==> src/design/swba_pkg.sv <==
// Shared constants and types for the sliding window baseline average unit.
package swba_pkg;

  // Width of one sample and of one baseline word
  localparam int SAMPLE_W = 24;

  // Back end sequencer states, one-hot
  typedef enum logic [4:0] {
    ST_IDLE  = 5'b00001,
    ST_SUM   = 5'b00010,
    ST_START = 5'b00100,
    ST_DIV   = 5'b01000,
    ST_DONE  = 5'b10000
  } back_state_t;

endpackage

==> src/design/swba_front.sv <==
// Front end: accepts samples, tracks the window fill and assigns each word its slot.
module swba_front import swba_pkg::*; #(
  parameter int WINDOW_LENGTH = 256
) (
  input  logic                                   clk,
  input  logic                                   rst,
  input  logic                                   accept,
  output logic [$clog2(WINDOW_LENGTH)-1:0]       cmd_addr,
  output logic                                   cmd_fill,
  output logic [$clog2(WINDOW_LENGTH+1)-1:0]     cmd_count
);

  localparam int AW = $clog2(WINDOW_LENGTH);
  localparam int CW = $clog2(WINDOW_LENGTH + 1);

  logic [CW-1:0] fill_count;
  logic [AW-1:0] oldest_pointer;

  // Classify the word: still filling, or replacing the oldest entry
  assign cmd_fill  = (fill_count != CW'(WINDOW_LENGTH));
  assign cmd_addr  = cmd_fill ? fill_count[AW-1:0] : oldest_pointer;
  assign cmd_count = cmd_fill ? fill_count + CW'(1) : fill_count;

  // Advance the fill count, then the oldest pointer with wrap
  always_ff @(posedge clk) begin
    if (rst) begin
      fill_count     <= '0;
      oldest_pointer <= '0;
    end else if (accept) begin
      if (cmd_fill) begin
        fill_count <= fill_count + CW'(1);
      end else if (oldest_pointer == AW'(WINDOW_LENGTH - 1)) begin
        oldest_pointer <= '0;
      end else begin
        oldest_pointer <= oldest_pointer + AW'(1);
      end
    end
  end

endmodule

==> config.mk <==
export PLATFORM = sky130hd
export DESIGN_NAME = swba_front
export DESIGN_NICKNAME = d
export VERILOG_FILES = /design/src/design/swba_pkg.sv /design/src/design/swba_front.sv
export SDC_FILE = /design/constraint.sdc
export NUM_CORES = 1
export LEC_CHECK = 0
export ABC_AREA = 1
export BUFFER_PORTS_ARGS = -buffer_cell sky130_fd_sc_hd__buf_2
export CAP_MARGIN = 20
export CORE_AREA = 5 5 53 55
export CTS_CLUSTER_DIAMETER = 60
export CTS_CLUSTER_SIZE = 10
export DETAILED_ROUTE_END_ITERATION = 10
export DIE_AREA = 0 0 58 60
export GPL_ROUTABILITY_DRIVEN = 0
export HOLD_SLACK_MARGIN = 0.06
export PLACE_DENSITY_LB_ADDON = 0.08
export SYNTH_ARGS = -nofsm -noshare
export SYNTH_HDL_FRONTEND = slang
export SYNTH_SLANG_ARGS = --single-unit
==> constraint.sdc <==
create_clock -name clk -period 1.85 [get_ports clk]
set_clock_uncertainty 0.05 [all_clocks]
set_input_delay 0.185 -clock clk [delete_from_list [all_inputs] [get_ports clk]]
set_output_delay 0.185 -clock clk [all_outputs]
set_load 0.01 [all_outputs]
=== Yosys cells after proc, flatten, opt, wreduce, memory -nomap -nowiden ===
Cells that the tools add are included.

* Bits in registers: 17
* Input bits: 3
* Output and inout bits: 18
* Word-level logic and storage cells: 11

* Add/subtract/negate cells: 2
* Eq/ne operators: 2
* Muxes and demuxes: 3
* Bitwise logic cells: 1
* Reductions and logical operators: 1

{| class="wikitable"
|+ Operators with widths
! cell !! number
|-
| $mux W8 || 2
|-
| $add A9 B1 Y9 const B || 1
|-
| $mux W9 || 1
|-
| $ne A9 B9 Y1 const B || 1
|-
| $add A8 B1 Y8 const B || 1
|-
| $eq A8 B8 Y1 const B || 1
|-
| $reduce_and A2 Y1 || 1
|-
| $not A1 Y1 || 1
|}

=== Longest topological paths before layout ===
Gate-level depths: netlist (run 1).

* Depth after elaboration: 3
* Gate-level depth with buffers: 9
* Gate-level depth less buffers: 9

=== Least setup slack after synthesis (run 1) ===
Ideal clock, no wire load.

* Kind: register to output
* Start point: register fill_count[0]
* End point: output port cmd_addr[3]
* Arrival time: 1303 ps
* Required time: 1615 ps
* Setup slack: 312 ps
* Stages on the path, launching flop included: 7
* Path buffers: 0
* Path through: dfxtp_1 > inv_1 > ha_1 > nand2_1 > nor3_2 > nand3_2 > o21ai_0

* Word-level cells in the longest chain between the ends: 2

{| class="wikitable"
|+ Ends and longest elaborated chain
! element !! RTL line !! source
|-
| start, declared || swba_front.sv:16 || <nowiki>logic [CW-1:0] fill_count;</nowiki>
|-
| start signal, assigned || swba_front.sv:31 || <nowiki>fill_count <= fill_count + CW'(1);</nowiki>
|-
| $ne A9 B9 Y1 || swba_front.sv:20 || <nowiki>assign cmd_fill = (fill_count != CW'(WINDOW_LENGTH));</nowiki>
|-
| net cmd_fill || swba_front.sv:9 || <nowiki>output logic cmd_fill,</nowiki>
|-
| $mux W8 || swba_front.sv:21 || <nowiki>assign cmd_addr = cmd_fill ? fill_count[AW-1:0] : oldest_pointer;</nowiki>
|-
| end, declared || swba_front.sv:8 || <nowiki>output logic [$clog2(WINDOW_LENGTH)-1:0] cmd_addr,</nowiki>
|}

The timed path passes the listed nets, and every way through them passes these cells.

=== Worst setup path in the final report (run 1) ===
* Start point: register fill_count[1]
* End point: output port cmd_addr[5]

* Word-level cells in the longest chain between the ends: 2

{| class="wikitable"
|+ Ends and longest elaborated chain
! element !! RTL line
|-
| $ne A9 B9 Y1 || swba_front.sv:20
|-
| $mux W8 || swba_front.sv:21
|}

Every way passes these cells.

==> results of run 1 <==
-- logic make-up (layout without fill, tap and decap cells) --
family,count (synthesis),count (layout),share of synthesized area
AO/OA/AOI/OAI,29,29,0.127
flip-flops,17,17,0.288
AND/OR/NAND/NOR,84,85,0.385
XOR/XNOR,6,6,0.0444
adder cells (fa/ha/maj),3,3,0.0317
buffers and inverters,33,60,0.124
-- final timing paths --
check	cells after the start	endpoint	startpoint	slack, ns
worst min-delay path	2	oldest_pointer[5]$_SDFFE_PP0P_	rst	0.20
worst max-delay path	7	cmd_addr[5]	fill_count[1]$_SDFFE_PP0P_	0.04
worst max register to register	10	oldest_pointer[7]$_SDFFE_PP0P_	fill_count[1]$_SDFFE_PP0P_	0.23
worst min register to register	2	oldest_pointer[4]$_SDFFE_PP0P_	oldest_pointer[4]$_SDFFE_PP0P_	0.48
-- layout by cell type, fill, tap and decap left out, types with 7 or more instances in the layout --
master   count
nand2_1     32
inv_1       24
buf_2       20
a21oi_1     14
nor2_1      14
dfxtp_1     14
nand3_1     12
nand4_1      7
o21ai_0      7
buf_4        7
-- cell type report --
class / instances / area, um2 / area share
inverter: 28 / 105 / 0.0729
sequential: 17 / 344 / 0.239
multi-input combinational: 123 / 764 / 0.530
clock buffer: 4 / 26.3 / 0.0182
timing repair buffer: 28 / 164 / 0.114
tap: 30 / 37.5 / 0.0260
-- flip-flops by register name, indices dropped and copies added (netlist names) --
signal / count
fill_count: 9
oldest_pointer: 8
-- critical path: stages, from the launching register on --
cell     delay, ns
dfxtp_2       0.34
inv_2         0.08
ha_4          0.14
nand2_2       0.06
nor3_4        0.15
nand3_2       0.15
o21ai_0       0.20
buf_2         0.16
-- power breakdown --
group	leakage [nW]	internal [mW]	total (mW)	switching (mW)
Combinational	0.541	0.0832	0.204	0.120
Sequential	0.140	0.382	0.409	0.0270
Clock	0.0150	0.0838	0.204	0.120
Total	0.696	0.549	0.817	0.268
-- timing repair --
action | CTS | global route
gates cloned | 1 | 0
setup buffers | 7 | 0
pin swaps | 5 | 4
resized for setup | 11 | 7
endpoints found under the setup margin | 11 | 13
-- layer usage --
metal / up-vias / global-route usage / wire length (um)
li1: 605 / - / -
met4: 0 / 0.0960 / 40
met1: 558 / 0.234 / 1400
met2: 29 / 0.298 / 1390
met3: 6 / 0.0216 / 121
met5: - / 0 / 0
==> run summary, run 1 <==
### GRT
• 0 — antenna violations before repair
• 0 — GRT Residual Overflow
• 1108 — via count of the first global-routing pass
• 4950 um — first-pass GRT wire length
• 0.182 — aggregate global-route resource usage
• 16 — largest net degree at the start of global routing

### Setup path
• output port — endpoint class of the critical path
• 1.58 ns — Worst EP arrival
• 1.62 ns — CP required
• 5 — biggest fanout along the worst timing path
• reg -> out — class of the most critical setup path
• register — element type at the critical path start

### STA
• 552 MHz — achievable clock frequency
• 1.81 ns — min cycle time layout
• 0.204 ns — worst hold slack across all endpoints
• 0.980 — final worst-path cycle share
• 0 — number of setup violations in the final report
• 0.405 ns — transition time of the tightest slew-check pin
• 0 ns — Setup Total Neg Slack
• 0.730 — tightest slew margin relative to the limit
• 0 — Hold Vio Cnt, Final
• 0 — Final Max Slew Viols
• 0.0371 ns — Final WS setup
• yes — setup repair after global routing missed its margin

### Power
• 0.696 nW — leakage dissipation
• 0.817 mW — Power, Total
• 567 mW/mm2 — power per unit of standard cell area
• 0.000420 V — worst ir drop on vdd

### Cells and area
• 230 — final instance count without filler cells
• 21.9% — relative area change from synthesis to final layout
• 0.295 — share of cells above drive strength 1
• 0.00144 mm2 — area of all placed cells without fillers
• 229 — fill cell total of the finished layout
• 0.615 — core occupancy in the finished layout
• 207 — nets
• 0 — ANT cells

### Synth
• 17 — post-synthesis register bit count
• 178 — number of nets in the synthesized netlist
• 0.288 — sequential cell area fraction in the yosys report
• 35 x nand2_1, 26 x inv_1, 17 x dfxtp_1, 14 x a21oi_1, 14 x nor2_1 — top cells by instance count after synthesis
• 0 — Syn. warnings
• 172 — Post-Synthesis Cells
• nand2_1 — leading cell type by number of instances after synthesis
• 0.00118 mm2 — Cell Area, Synth
• dfxtp_1 — cell type with the largest total area after synthesis
• 29 — unique cell type count in the Yosys netlist
• 0.288 — share of Yosys cell area claimed by the top area cell type
• dfxtp_1 29%, nand2_1 11%, inv_1 8.3% — main area contributors after synthesis
• dfxtp_1 — top flip-flop cell by instance count after synthesis
• 0 — Post-synth ARST share
• 6.87 um2 — per-instance average area after synthesis
• 0 — count of flip-flops with a built-in enable after synthesis

### Routing
• 5.21 — average vias per placed instance
• 2950 um — detailed-route wire length
• 0 — total DRC errors in the routed layout
• 40 — violation count after the first detailed-routing iteration
• 1198 — via count
• 0 — post-route ant nets
• 12.8 um — detail-routed net length per standard cell
• 4 — number of iterations in the first detailed-routing pass

### CTS
• 1 — deepest level of the CTS H-tree
• 0 — number of hold-repair buffers added at the cts stage
• 0.10 ns — clock-pin slew of the registers on the worst-case setup and hold paths
• 3 — clock buffers created by TritonCTS
• 2 — maximum buffer depth of the clock tree
• 17 — TritonCTS Sinks
• clkbuf_4 — clock tree root driver cell
• built — TritonCTS clock tree
• 0.29 ns — clk_lat worst skew

### Floorplanning
• 60 um — floorplan die height
• 58 um — Die X-Extent
• 0.00234 mm2 — Core Area
• 0.505 — initial core utilization
• 21 — I/O pin cnt
• 18 — row count
• 0.00348 mm2 — area enclosed by the die boundary

### Placement
• 218 — DP Cell Count
• 0.170 ns — dpl ws
• 20 — number of input and output port buffers inserted
• 0.00129 mm2 — cell area after placement
• 2080 um — half-perimeter wire length of the detailed placement result

### Status
• finished clean — run status

### Flow run
• 0 — number of max-cap violations

### Worst hold path
• in -> reg — worst min-delay path class

Power figures use the tool's default switching activity.
==> run 2, diff against run 1 <==
--- a/config.mk
+++ b/config.mk
@@ -9,6 +9,7 @@
 export BUFFER_PORTS_ARGS = -buffer_cell sky130_fd_sc_hd__buf_2
 export CAP_MARGIN = 20
 export CORE_AREA = 5 5 53 55
+export CTS_BUF_LIST = sky130_fd_sc_hd__clkbuf_8
 export CTS_CLUSTER_DIAMETER = 60
 export CTS_CLUSTER_SIZE = 10
 export DETAILED_ROUTE_END_ITERATION = 10
==> run 2 against run 1 <==
Via count is 3.0% higher. Sequential power hardly changed. Worst setup slack better by 0.016 ns. Non-clock buffer count is 3 higher. Wire length is 1.7% higher. Cell count is 1.3% higher. Critical endpoint is now cmd_addr[7]. Highest routed layer unchanged.
==> run summary, run 2 (synthesized netlist as in run 1, its figures left out) <==
### CTS
• 3 — clock buffers created by TritonCTS, unchanged
• 0.07 ns — clock-pin slew of the registers on the worst-case setup and hold paths, -0.03 ns
• 0.25 ns — clk_lat worst skew, -0.04 ns
• 2 — maximum buffer depth of the clock tree, unchanged
• 1 — deepest level of the CTS H-tree, unchanged
• 0 — number of hold-repair buffers added at the cts stage, unchanged
• clkbuf_8 — clock tree root driver cell
• 17 — TritonCTS Sinks, unchanged
• built — TritonCTS clock tree

### Floorplanning
• 18 — row count, unchanged
• 0.00234 mm2 — Core Area, unchanged
• 60 um — floorplan die height, unchanged
• 0.505 — initial core utilization, unchanged
• 58 um — Die X-Extent, unchanged
• 21 — I/O pin cnt, unchanged
• 0.00348 mm2 — area enclosed by the die boundary, unchanged

### Worst hold path
• oldest_pointer[5]$_SDFFE_PP0P_ — sink of the worst hold path
• 2 — Worst Hold Depth, unchanged
• rst — worst hold start
• in -> reg — worst min-delay path class

### Routing
• 3000 um — detailed-route wire length, +1.7%
• 0 — total DRC errors in the routed layout, unchanged
• 12.9 um — detail-routed net length per standard cell, +0.42%
• 0 — post-route ant nets, unchanged
• 34 — violation count after the first detailed-routing iteration, -15%
• 4 — number of iterations in the first detailed-routing pass, unchanged
• 5.30 — average vias per placed instance, +1.7%
• 1234 — via count, +3.0%

### Cells and area
• 9 — max FFs per register, unchanged
• fill_count — register name with the most flops
• 0 — ANT cells, unchanged
• 0.291 — share of cells above drive strength 1, -0.00436
• fill_count (9), oldest_pointer (8) — registers with the most flip-flops
• 210 — nets, +1.4%
• nand2_1 — commonest non-fill, non-tap cell in the layout
• 0.00146 mm2 — area of all placed cells without fillers, +1.6%
• 33 x nand2_1, 25 x inv_1, 20 x buf_2 — most used cells in the layout excluding fill and tap cells
• 23.8% — relative area change from synthesis to final layout
• 224 — fill cell total of the finished layout, -2.2%

### STA
• 0 — number of setup violations in the final report, unchanged
• 1.80 ns — min cycle time layout, -0.0159 ns
• 0.428 ns — transition time of the tightest slew-check pin, +0.0235 ns
• 0 — Hold Vio Cnt, Final, unchanged
• 0.971 — final worst-path cycle share, -0.00862
• 0 ns — Setup Total Neg Slack, unchanged
• 0 — Final Max Slew Viols, unchanged
• 0.714 — tightest slew margin relative to the limit, -0.0157
• 557 MHz — achievable clock frequency, +0.89%

### Power
• 609 mW/mm2 — power per unit of standard cell area, +7.5%
• 0.230 — combinational group share of total power, -0.019
• 0.311 — power share of the clock group, +0.061
• 0.459 — relative contribution of sequential cells to total power, -0.042
• 0.615 mW — internal portion of total power, +12%
• 0.310 — switching part of the total power, -0.0174
• 0.000420 V — worst ir drop on vdd, about the same
• 0.277 mW — Sw Pwr, +3.3%
• 0.723 nW — leakage dissipation, +3.8%

### Setup path
• 1.62 ns — CP required, about the same
• output port — endpoint class of the critical path
• 0.33 ns — Worst path max stage delay, about the same
• fill_count[1]$_SDFFE_PP0P_ — Reg2Reg Launch Point
• inv_2 -> ha_4 -> nand2_2 -> nor3_4 -> nand3_2 -> o21ai_0 -> buf_2 — cell breakdown of the critical path
• 1.56 ns — Worst EP arrival, -0.02 ns
• register — element type at the critical path start
• oldest_pointer[7]$_SDFFE_PP0P_ — worst reg2reg endpoint
• 5 — biggest fanout along the worst timing path, unchanged
• dfxtp_2 — slowest CP cell
• 10 — worst reg2reg path depth, unchanged
• 0.25 ns — register-to-register path setup slack, +0.02 ns
• reg -> out — class of the most critical setup path

### GRT
• 0.181 — aggregate global-route resource usage, -0.00181
• 17 — largest net degree at the start of global routing, +1
• 0 — GRT Residual Overflow, unchanged
• 1127 — via count of the first global-routing pass, +1.7%
• 4890 um — first-pass GRT wire length, -1.3%
• 0 — antenna violations before repair, unchanged

### Flow run
• 0 — number of max-cap violations, unchanged

### Placement
• 0.00129 mm2 — cell area after placement, unchanged
• 2080 um — half-perimeter wire length of the detailed placement result, unchanged
• 20 — number of input and output port buffers inserted, unchanged

### Status
• finished clean — run status

run 2: metrics by stage:
step,cells,util,setup WS (ns),hold WS [ns],power (mW)
detailed placement,218,0.549,0.170,0.461,0.581
finish,233,0.625,0.0531,0.230,0.891
floorplan,172,-,0.312,0.291,0.531
global placement,218,0.549,0.223,0.462,0.578
CTS,229,0.597,0.00260,0.234,0.879
global route,233,0.625,-0.0306,0.242,0.939
run 2: final cells by class:
class	instances	area, um2	area share
tap	30	37.5	0.0256
sequential	17	344	0.235
multi-input combinational	123	749	0.512
clock inverter	1	3.75	0.00256
inverter	28	105	0.0718
timing repair buffer	31	183	0.125
clock buffer	3	41.3	0.0282
run 2: routing by layer:
metal	track usage	up-vias	wire length [um]
met4	0.103	0	55
li1	-	618	-
met5	0	-	0
met2	0.290	32	1420
met1	0.228	577	1390
met3	0.0302	7	142
run 2: power by group through the flow:
stage          Sequential [mW]  Combinational [mW]  Clock, mW
2_1_floorplan            0.407               0.124          0
3_3_place_gp             0.413               0.165          0
3_5_place_dp             0.414               0.167          0
4_1_cts                  0.405               0.193      0.281
5_1_grt                  0.411               0.223      0.304
6_report                 0.409               0.205      0.277
run 2: repair_timing:
action,4_1_cts,5_1_grt
pin swaps,4,5
setup buffers,6,4
gates cloned,1,0
gates resized for setup,7,7
setup endpoints to repair,9,12
run 2: worst max path at each step:
stage | startpoint | end | depth (start not counted)
after floorplan | fill_count[0]$_SDFFE_PP0P_ | cmd_addr[3] | 6
after global placement | fill_count[0]$_SDFFE_PP0P_ | cmd_addr[0] | 8
after detailed placement | fill_count[0]$_SDFFE_PP0P_ | cmd_addr[0] | 8
after CTS | fill_count[1]$_SDFFE_PP0P_ | cmd_addr[0] | 8
after global routing | fill_count[1]$_SDFFE_PP0P_ | cmd_addr[0] | 8
final | fill_count[1]$_SDFFE_PP0P_ | cmd_addr[7] | 7
run 2: worst max-delay path, delay by kind of cell, from the launching register on:
kind                       cells  cell delay [ns]
DFF                            1             0.33
buffers and inverters          2             0.23
and+or+nand+nor                3             0.41
AOI/OAI and AO/OA              1             0.20
adders and majority gates      1             0.14
