**config.mk**
```make
export PLATFORM = sky130hd
export DESIGN_NAME = swba_queue
export DESIGN_NICKNAME = d
export VERILOG_FILES = /design/src/design/swba_pkg.sv /design/src/design/swba_queue.sv
export SDC_FILE = /design/constraint.sdc
export NUM_CORES = 1
export LEC_CHECK = 0
export ABC_AREA = 1
export CAP_MARGIN = 15
export CORE_ASPECT_RATIO = 0.75
export CORE_UTILIZATION = 25
export DETAILED_ROUTE_END_ITERATION = 16
export DONT_BUFFER_PORTS = 1
export PLACE_DENSITY = 0.44
export SYNTH_ARGS = -nofsm -noshare
export SYNTH_HDL_FRONTEND = slang
export SYNTH_SLANG_ARGS = --single-unit
export TNS_END_PERCENT = 5
```
**constraint.sdc**
```tcl
create_clock -name clk -period 1.4 [get_ports clk]
set_input_delay 0.28 -clock clk [delete_from_list [all_inputs] [get_ports clk]]
set_output_delay 0.28 -clock clk [all_outputs]
set_load 0.01 [all_outputs]
```
**src/design/swba_pkg.sv**
```systemverilog
// Shared constants and types for the sliding window baseline average unit.
package swba_pkg;

  // Width of one sample and of one baseline word
  localparam int SAMPLE_W = 24;

  // Back end sequencer states, one-hot
  typedef enum logic [4:0] {
    ST_IDLE  = 5'b00001,
    ST_SUM   = 5'b00010,
    ST_START = 5'b00100,
    ST_DIV   = 5'b01000,
    ST_DONE  = 5'b10000
  } back_state_t;

endpackage

```
**src/design/swba_queue.sv**
```systemverilog
// Two-entry queue that decouples the front end from the back end.
module swba_queue import swba_pkg::*; #(
  parameter int WIDTH = 8
) (
  input  logic             clk,
  input  logic             rst,
  input  logic             wr_en,
  input  logic [WIDTH-1:0] wr_data,
  output logic             full,
  input  logic             rd_en,
  output logic             valid,
  output logic [WIDTH-1:0] rd_data
);

  logic [WIDTH-1:0] slot [2];
  logic             wr_ptr;
  logic             rd_ptr;
  logic [1:0]       count;

  assign full    = (count == 2'd2);
  assign valid   = (count != 2'd0);
  assign rd_data = slot[rd_ptr];

  // Hold the payload in the slot under the write pointer
  always_ff @(posedge clk) begin
    if (wr_en) begin
      slot[wr_ptr] <= wr_data;
    end
  end

  // Advance pointers and the occupancy count
  always_ff @(posedge clk) begin
    if (rst) begin
      wr_ptr <= 1'b0;
      rd_ptr <= 1'b0;
      count  <= 2'd0;
    end else begin
      if (wr_en) begin
        wr_ptr <= ~wr_ptr;
      end
      if (rd_en) begin
        rd_ptr <= ~rd_ptr;
      end
      if (wr_en && !rd_en) begin
        count <= count + 2'd1;
      end else if (rd_en && !wr_en) begin
        count <= count - 2'd1;
      end
    end
  end

endmodule

```
Word level (Yosys, flattened, before mapping)
Memories as Yosys holds them, arrays and structs flattened. A register that Yosys moved wholly into a read port is not among the register bits.
Index checks and enable logic that the tools add are counted.
{"block": "totals", "reg_bits": 4, "ramBits": 16, "input_bits": 12, "out_inout_bits": 10, "wordCells": 21, "memories": 1}
{"memory": "slot", "words": 2, "word_bits": 8, "read_ports": 1, "rd_ports_with_merged_regs": 1, "write_ports": 1, "line_no": "swba_queue.sv:15", "source": "logic [WIDTH-1:0] slot [2];"}
{"block": "op_classes", "addsub": 2, "eq_ne": 1, "n_mux": 6, "bitwise": 2, "n_reduce_logical": 6}
{"op": "$mux W1", "n": 4}
{"op": "$mux W2", "n": 2}
{"op": "$reduce_bool A2 Y1", "n": 2}
{"op": "$add A2 B1 Y2 const B", "n": 1}
{"op": "$eq A2 B2 Y1 const B", "n": 1}
{"op": "$logic_and A1 B1 Y1", "n": 2}
{"op": "$logic_not A1 Y1", "n": 2}
{"op": "$not A1 Y1", "n": 2}
{"op": "$sub A2 B1 Y2 const B", "n": 1}

Longest topological paths before layout
Gate-level depths: netlist of the first run.
{"block": "depth", "ltp_word": 4, "ltp_mapped": 8, "ltp_nobuf": 8}

Least setup slack after synthesis of the first run
No wires, ideal clock.
{"block": "synth_timing", "kind": "register -> register", "startpoint": "register wr_ptr", "endpoint": "memory slot[0][0], enable pin", "arrival_time_ps": 687, "required_ps": 1030, "setup_slack_ps": 342, "path_stages_with_launch": 2, "synth_period_minus_slack_ps": 1058, "cell_sequence": "dfxtp_1 > nor2_1"}
{"item": "start, declared", "line_no": "swba_queue.sv:16", "source": "logic wr_ptr;"}
{"item": "start signal, assigned", "line_no": "swba_queue.sv:39", "source": "wr_ptr <= ~wr_ptr;"}
{"item": "end, declared", "line_no": "swba_queue.sv:15"}
No word-level cell before the write port.

==> metrics, run 1 <==
crit-path cells=buf_4 -> mux2_4; Sw Share=22.0%; Syn-to-layout area delta=13.8%; most common cell in the netlist=edfxtp_1; post-synthesis compound-gate area fraction=1.19%; Synth Area in Simple Gates=7.59%; starting density of the core=27.5%; Worst-path clk slew=0.07 ns; die area=3600 µm²; Worst slew margin=76.2%; HPWL Detailed=987 µm; R2R setup slack=0.40 ns; total power=1.26 mW; largest family of logic cells by synthesized area=multiplexers; htree depth=1; proportion of synthesized area in mux cells=14.3%; Residual DRC=0; Ports=22; Internal=984 µW; via count=431; Port Buffers=0; Final period util=96.3%; Combinational Power Share=12.0%; # hold bufs at CTS=0; Die Height=52.2 µm; Clock Tree Buf Depth=2; sequential element share of the synthesized area=69.0%; Seq pwr share=57.7%; Avg Cell Area, Syn=14.5 µm²; Post-synth EDFFs=16; Sw Pwr=277 µW; CTS root buf=clkbuf_8; Synth top cells by count=edfxtp_1 (16), inv_1 (8), mux2_4 (8); vias in the first global route=454; Post-DP Area=907 µm²; yosys warns=0; post-DR wirelength/cell=12.4 µm; Final nets=79; final wirelength=1270 µm; hold crit path type=input pin to flop; Synth area leaders=edfxtp_1 (57%), mux2_4 (14%), dfxtp_1 (12%); Clock Skews=0.00425 ns; Overall Global Routing Usage=8.34%; Hold Startpoint=rst; number of clock sinks=21; Filler cells=320; first-pass GRT wire length=1970 µm; worst vdd ir=429 µV; Crit Path Class=flop to primary output; Fin Setup TNS=0 ns; crit-path max FO=4; Starting DRT DRC Count=13; Max Cap Viol=0; Distinct cells, synth=16; Final Setup Violations=0; Final Hold Vio Count=0; critical path required time=1.12 ns; adder-cell area share of the yosys netlist=1.49%; Worst-Margin Slew=0.356 ns; detailed-route vias per instance=4.18; area of the core=3060 µm²; Worst setup SP type=flop; CP max stage delay=0.34 ns; post-synthesis xor/xnor area fraction=1.04%; Reg2Reg Launch Point=wr_ptr$_SDFFE_PP0P_; DRT antenna net count=0; Worst EP arrival=1.07 ns; RePlAce Congestion=0.632; syn nets=71; most used flip-flop cell after synthesis=edfxtp_1; crit path time final=1.35 ns; Cell Rows=17; Slew Viols, Final=0; WHS Endpoint=rd_ptr$_SDFFE_PP0P_; Yosys top cell area share=57.1%; CP Capture Type=primary output; power density cells=1320 nW/µm²; synthesized flop and latch total=21; area leader, netlist=edfxtp_1; asr flop ratio synth=0%; Hold Path Cell Cnt=1; die width=69.0 µm; clock network fraction of total power=30.3%; TritonCTS clock tree=built; diode count=0; Leak=0.389 nW; slowest cell on the critical path=dfxtp_1; FF-to-FF path depth=2; clk_lat worst skew=0.26 ns; status=finished clean; layout cells sized above 1=27.7%; RR Endpoint=slot[1][4]$_DFFE_PP_; cells after synthesis=58; initial antenna violation count=0; largest net degree at the start of global routing=13; Inserted Clock Buffers=3; Final Instance Area=957 µm²; grt ovf=0; unrepaired setup endpoints after global routing=no; Synth Cell Area=841 µm²; Pre-Repair DR Iteration Count=3; fmax=742 MHz
layer usage:
layer	global-route usage [%]	routed length, µm	up-vias
met5	0	0	-
met3	5.87	147	2
li1	-	-	210
met1	8.63	486	205
met2	12.6	624	14
met4	4.08	15	0
logic make-up (layout without fill, tap and decap cells):
kind of cell,Yosys count,after routing
flip-flops,21,21
multiplexers,8,8
AO/OA/AOI/OAI,2,2
buffers and inverters,10,17
AND/OR/NAND/NOR,15,15
XOR/XNOR,1,1
adder cells (fa/ha/maj),1,1
repair_timing:
item,CTS,global route
buffers inserted,0,0
endpoints found under the setup margin,0,1
resized for setup,0,1
power by group through the flow:
stage          clock (mW)  combinational, mW  sequential, mW
2_1_floorplan           0              0.127           0.738
3_3_place_gp            0              0.152           0.741
3_5_place_dp            0              0.153           0.742
4_1_cts             0.406              0.153           0.728
5_1_grt             0.427              0.170           0.732
6_report            0.382              0.152           0.728
stage by stage:
stage          cells  setup slack, ns  util, %  hold slack (ns)
4_1_cts          103           0.0311     31.1           0.0814
3_5_place_dp      99            0.319     29.6            0.355
5_1_grt          103          0.00473     31.3           0.0781
3_3_place_gp      99            0.325     29.6            0.355
6_report         103           0.0522     31.3           0.0920
2_1_floorplan     58            0.342        -            0.352
worst max-delay path: cells and delay by family (launching register included):
kind / cells / cell delay (ns)
buffers and inverters: 1 / 0.15
DFF: 1 / 0.34
muxes: 1 / 0.32
flip-flops by register name, indices dropped and copies added (netlist names), named ones only:
signal and flops:
count 2, rd_ptr 1, slot 16, wr_ptr 1
placed cells by master, fill, tap and decap left out, types with 3 or more instances in the layout:
cell type  instances
nand2_1            5
dfxtp_1            5
edfxtp_1          16
mux2_4             8
clkbuf_8           3
nor2_1             6
buf_4              3
inv_1              8
layout make-up:
class	count	area [µm²]	area share [%]
sequential	21	581	60.7
tap	38	47.5	4.97
inverter	9	33.8	3.53
multi-input combinational	27	215	22.5
timing repair buffer	4	33.8	3.53
clock buffer	3	41.3	4.31
clock inverter	1	5.00	0.523
how the worst max path moves through the flow:
stage                           end  slack, ns
5_1_grt                  rd_data[4]      0.005
2_1_floorplan  slot[0][0]$_DFFE_PP_       0.34
6_report                 rd_data[3]       0.05
3_5_place_dp             rd_data[2]       0.32
4_1_cts                  rd_data[2]       0.03
3_3_place_gp             rd_data[2]       0.32
Note: power is estimated with default switching activity, not from simulation.
==> run 2, diff against run 1 <==
==> constraint.sdc (replaced) <==
create_clock -name clk -period 1.7 [get_ports clk]
set_input_delay 0.34 -clock clk [delete_from_list [all_inputs] [get_ports clk]]
set_output_delay 0.34 -clock clk [all_outputs]
set_load 0.01 [all_outputs]
==> run 2 against run 1 <==
Core utilization down 0.57 points. Combinational power down 30%. Global-route usage down 0.83 points. Sequential power down 16%. Setup slack better by 0.19 ns. Critical path type unchanged. Critical endpoint is now rd_data[2]. Largest cell class unchanged. Highest routed layer unchanged.
==> metrics, run 2 (synthesis results as in run 1) <==
total power=1.03 mW (-19%); post-DR wirelength/cell=11.4 µm (-7.9%); Final Hold Vio Count=0 (unchanged); Residual DRC=0 (unchanged); starting density of the core=27.5% (unchanged); delay-heaviest family, CP=flip-flops; via count=405 (-6.0%); clk_lat worst skew=0.25 ns (about the same); Crit Path Class=flop to primary output; hold crit path type=input pin to flop; diode count=0 (unchanged); Final Setup Violations=0 (unchanged); Pre-Repair DR Iteration Count=4 (+1); Final Instance Area=940 µm² (-1.8%); sequential cell area=582 µm² (+0.22%); Inserted Clock Buffers=3 (unchanged); commonest non-fill, non-tap cell in the layout=edfxtp_1; TritonCTS clock tree=built; fmax=687 MHz; area of the core=3060 µm² (unchanged); Worst slew margin=75.7% (-0.49 points); layout cells sized above 1=27.0% (-0.71 points); Combinational Power Share=10.3% (-1.7 points); detailed-route vias per instance=4.01 (-4.2%); die width=69.0 µm (unchanged); Top reg by flops=slot; Max Cap Viol=0 (unchanged); slowest cell on the critical path=dfxtp_2; Sw Pwr=224 µW (-19%); grt ovf=0 (unchanged); crit path time final=1.46 ns; Filler cells=323 (+0.94%); Final nets=77 (-2.5%); Inst Count DP=97 (-2.0%); Port Buffers=0 (unchanged); Worst setup SP type=flop; CTS root buf=clkbuf_8; Leak=0.378 nW (-2.8%); WP buf/inv=0 (-1); CP Capture Type=primary output; Syn-to-layout area delta=11.8%; Fin Setup TNS=0 ns (unchanged); die area=3600 µm² (unchanged); Ports=22 (unchanged); first-pass GRT wire length=1760 µm (-11%); Clock Skews=0.00117 ns (-0.00308 ns); RePlAce Congestion=0.648 (+2.5%); power density cells=1090 nW/µm² (-17%); Slew Viols, Final=0 (unchanged); crit-path max FO=8 (+4); initial antenna violation count=0 (unchanged); Seq pwr share=59.3% (+1.6 points); HPWL Detailed=865 µm (-12%); area of the multi-input gates=215 µm² (unchanged); Clock Tree Buf Depth=2 (unchanged); Die Height=52.2 µm (unchanged); status=finished clean; Overall Global Routing Usage=7.51% (-0.83 points); Final period util=85.7%; highest-count cells in the layout ignoring fill and taps=edfxtp_1 (16), mux2_4 (8), inv_1 (8); Post-DP Area=892 µm² (-1.7%); vias in the first global route=384 (-15%); Worst EP arrival=1.12 ns (+0.05 ns); Starting DRT DRC Count=22 (+9); CP max stage delay=0.51 ns (+0.17 ns); critical path required time=1.36 ns (+0.24 ns); Worst-path clk slew=0.07 ns (about the same); clock network fraction of total power=30.4% (about the same); unrepaired setup endpoints after global routing=no; Non-Filler Instances=101 (-1.9%); top flop regs=slot x16, count x2; DRT antenna net count=0 (unchanged); final wirelength=1150 µm (-9.7%); worst vdd ir=451 µV (+5.3%); final core occ=30.7% (-0.57 points); largest net degree at the start of global routing=13 (unchanged); Sw Share=21.8% (-0.19 points); Internal=804 µW (-18%); crit-path cells=mux2_4; number of clock sinks=21 (unchanged); max FFs per register=16 (unchanged); Worst-Margin Slew=0.363 ns (+0.00734 ns); htree depth=1 (unchanged); Cell Rows=17 (unchanged)
-- run 2: layout make-up --
class	count	share of cell area [%]
clock buffers	3	4.39
clock inverters	1	0.533
inverters	9	3.60
multi-input cells	27	22.9
flip-flops and latches	21	61.9
well taps	38	5.06
repair buffers	2	1.60
-- run 2: metal layers --
| layer | part of all wire (%) | GRT usage (%) |
|---|---|---|
| met4 | 1.2 | 4.08 |
| met1 | 38 | 7.27 |
| met5 | 0 | 0 |
| met3 | 14 | 5.87 |
| met2 | 47 | 11.3 |
-- run 2: through the flow --
step / hold WS, ns / worst slack, ns
final: 0.142 / 0.244
after global routing: 0.129 / 0.190
after CTS: 0.139 / 0.0401
after detailed placement: 0.415 / 0.327
after global placement: 0.414 / 0.343
after floorplan: 0.412 / 0.600
-- run 2: final timing paths --
check                           start                    to  slack, ns  depth (start not counted)
hold / removal                    rst                  flop       0.14                          1
hold reg to reg   rd_ptr$_SDFFE_PP0P_   rd_ptr$_SDFFE_PP0P_       0.51                          2
setup / recovery                 flop            rd_data[2]       0.24                          1
setup reg to reg  wr_ptr$_SDFFE_PP0P_  slot[1][6]$_DFFE_PP_       0.68                          2
-- run 2: power by group through the flow --
stage               clock network, mW  registers (mW)  logic [mW]
floorplan                           0           0.608       0.104
CTS                             0.329           0.609       0.109
finish                          0.312           0.609       0.106
detailed placement                  0           0.621       0.109
global placement                    0           0.620       0.109
global route                    0.353           0.613       0.120
-- run 2: timing repair --
| item | CTS | global route |
|---|---|---|
| hold buffers | 0 | 0 |
| endpoints found under the setup margin | 0 | 2 |
| setup buffers | 0 | 0 |
| gates resized for setup | 0 | 1 |
==> run 3, diff against run 2 <==
--- a/config.mk
+++ b/config.mk
@@ -5,7 +5,6 @@
 export SDC_FILE = /design/constraint.sdc
 export NUM_CORES = 1
 export LEC_CHECK = 0
-export ABC_AREA = 1
 export CAP_MARGIN = 15
 export CORE_ASPECT_RATIO = 0.75
 export CORE_UTILIZATION = 25
==> run 3 against run 2 <==
Clock power about the same. Sequential power up 1%. Design area down 5.3%. Flip-flop and latch count unchanged. Combinational power down 4%. Critical path type unchanged. Critical endpoint is now rd_data[6]. Largest power group unchanged.
==> metrics, run 3 <==
Syn-to-layout area delta=13.2%; detailed-route vias per instance=4.04 (+0.86%); WP buf/inv=0 (unchanged); Synth top cells by count=edfxtp_1 (16), mux2_2 (8), dfxtp_1 (5); cells after synthesis=47 (-19%); number of clock sinks=21 (unchanged); Worst slew margin=72.7% (-3.1 points); Seq pwr share=59.7% (+0.4 points); Synth area leaders=edfxtp_1 (61%), dfxtp_1 (13%), mux2_2 (11%); Final WS setup=0.105 ns (-0.138 ns); delay-heaviest family, CP=flip-flops; die width=66.7 µm (-3.2%); critical path required time=1.36 ns (about the same); crit-path max FO=8 (unchanged); # hold bufs at CTS=0 (unchanged); Inserted Clock Buffers=3 (unchanged); slowest cell on the critical path=dfxtp_1; layout cells sized above 1=30.8% (+3.8 points); sequential cell area=581 µm² (-0.22%); CP max stage delay=0.57 ns (+0.06 ns); Port Buffers=0 (unchanged); Slew Viols, Final=0 (unchanged); vias in the first global route=365 (-4.9%); CTS root buf=clkbuf_8; Fin Setup TNS=0 ns (unchanged); grt ovf=0 (unchanged); HPWL Detailed=851 µm (-1.7%); final wirelength=1190 µm (+3.4%); Yosys top cell area share=61.1% (+4.0 points); Post-Place Setup Slack=0.357 ns (+0.0299 ns); worst vdd ir=350 µV (-23%); diode count=0 (unchanged); Worst EP arrival=1.25 ns (+0.13 ns); Combinational Power Share=9.9% (-0.4 points); via count=364 (-10%); crit path time final=1.59 ns (+0.138 ns); Final Setup Violations=0 (unchanged); TritonCTS clock tree=built; initial antenna violation count=0 (unchanged); status=finished clean; commonest non-fill, non-tap cell in the layout=edfxtp_1; asr flop ratio synth=0% (unchanged); Avg Cell Area, Syn=16.7 µm² (+15%); Final nets=66 (-14%); Residual DRC=0 (unchanged); synthesized flop and latch total=21 (unchanged); most common cell in the netlist=edfxtp_1; fmax=627 MHz (-8.7%); hold crit path type=input pin to flop; Worst setup SP type=flop; RePlAce Congestion=0.682 (+5.2%); area leader, netlist=edfxtp_1; Die Height=50.6 µm (-3.2%); Clock Skews=0.00454 ns (+0.00337 ns); max FFs per register=16 (unchanged); post-DR wirelength/cell=13.2 µm (+16%); highest-count cells in the layout ignoring fill and taps=edfxtp_1 (16), mux2_2 (8), dfxtp_1 (5); final core occ=30.1% (-0.59 points); Ports=22 (unchanged); Overall Global Routing Usage=7.97% (+0.46 points); Crit Path Class=flop to primary output; first-pass GRT wire length=1750 µm (-0.80%); clk_lat worst skew=0.26 ns (about the same); Worst-path clk slew=0.07 ns (about the same); Leak=0.312 nW (-17%); largest net degree at the start of global routing=13 (unchanged); Pre-Repair DR Iteration Count=2 (-2); Sw Pwr=223 µW (-0.47%); area of the core=2960 µm² (-3.5%); Starting DRT DRC Count=4 (-82%); starting density of the core=26.6% (-0.87 points); Clock Tree Buf Depth=2 (unchanged); clock network fraction of total power=30.3% (about the same); Worst-Margin Slew=0.409 ns (+0.0460 ns); area of the multi-input gates=196 µm² (-8.7%); power density cells=1160 nW/µm² (+5.9%); unrepaired setup endpoints after global routing=no; Max Cap Viol=0 (unchanged); Cell Rows=17 (unchanged); Final period util=93.8% (+8.1 points); top flop regs=slot x16, count x2; post_cts resized=0 (unchanged); sequential element share of the synthesized area=73.9% (+4.8 points); Post-CTS Setup Bufs=0 (unchanged); syn nets=60 (-15%); most used flip-flop cell after synthesis=edfxtp_1; yosys warns=0 (unchanged); die area=3370 µm² (-6.3%); htree depth=1 (unchanged); Top reg by flops=slot; DRT antenna net count=0 (unchanged); Filler cells=294 (-9.0%); Internal=807 µW (+0.42%); Sw Share=21.6% (-0.15 points); Distinct cells, synth=16 (unchanged); total power=1.03 mW (+0.22%); Post-synth EDFFs=16 (unchanged); CP Capture Type=primary output; Synth Cell Area=786 µm² (-6.5%); Final Hold Vio Count=0 (unchanged); crit-path cells=mux2_2
[run 3: cell types whose count changed after synthesis, sizes merged, moves of 2 or more]
cell,delta
inv,-8
xor2,+2
nor2,-2
nand2,-6
[run 3: final cells by class]
type                            count  area share, %
Clock inverter                      1          0.563
Inverter                            1          0.422
Clock buffer                        3           4.64
Tap cell                           38           5.34
Timing Repair Buffer                2           1.69
Sequential cell                    21           65.3
Multi-Input combinational cell     24           22.1
[run 3: power by group through the flow]
stage          registers (mW)  clock network (mW)  logic, mW
2_1_floorplan           0.615                   0     0.0929
3_3_place_gp            0.625                   0      0.105
3_5_place_dp            0.628                   0      0.105
4_1_cts                 0.616               0.326      0.105
5_1_grt                 0.619               0.347      0.113
6_report                0.615               0.312      0.102
[run 3: worst paths after layout]
check	from	endpoint	slack, ns	cells past startpoint
worst max-delay path	flop	rd_data[6]	0.11	1
worst min-delay path	rst	count[1]$_SDFFE_PP0P_	0.14	1
worst max register to register	wr_ptr$_SDFFE_PP0P_	slot[1][7]$_DFFE_PP_	0.63	1
worst min register to register	count[1]$_SDFFE_PP0P_	count[1]$_SDFFE_PP0P_	0.49	2
[run 3: cell families after synthesis]
group,Yosys count,share of synthesized area [%]
multiplexers,8,11.5
AND/OR/NAND/NOR,9,6.21
buffers and inverters,2,1.11
flip-flops,21,73.9
adder cells (fa/ha/maj),1,1.59
XOR/XNOR,4,4.46
AO/OA/AOI/OAI,2,1.27
[run 3: per-layer routing]
layer / track usage, % / vias to the layer above / share of wire (%)
li1: - / 179 / -
met4: 5.32 / 0 / 2.1
met5: 0 / - / 0
met3: 6.36 / 4 / 15
met2: 10.6 / 16 / 43
met1: 8.44 / 165 / 39
[run 3: metrics by stage]
| step | instance area (µm²) | instances | hold slack [ns] |
|---|---|---|---|
| after floorplan | 786 | 47 | 0.409 |
| after global placement | 843 | 86 | 0.411 |
| after detailed placement | 843 | 86 | 0.411 |
| after CTS | 890 | 90 | 0.135 |
| after global routing | 890 | 90 | 0.133 |
| final | 890 | 90 | 0.144 |
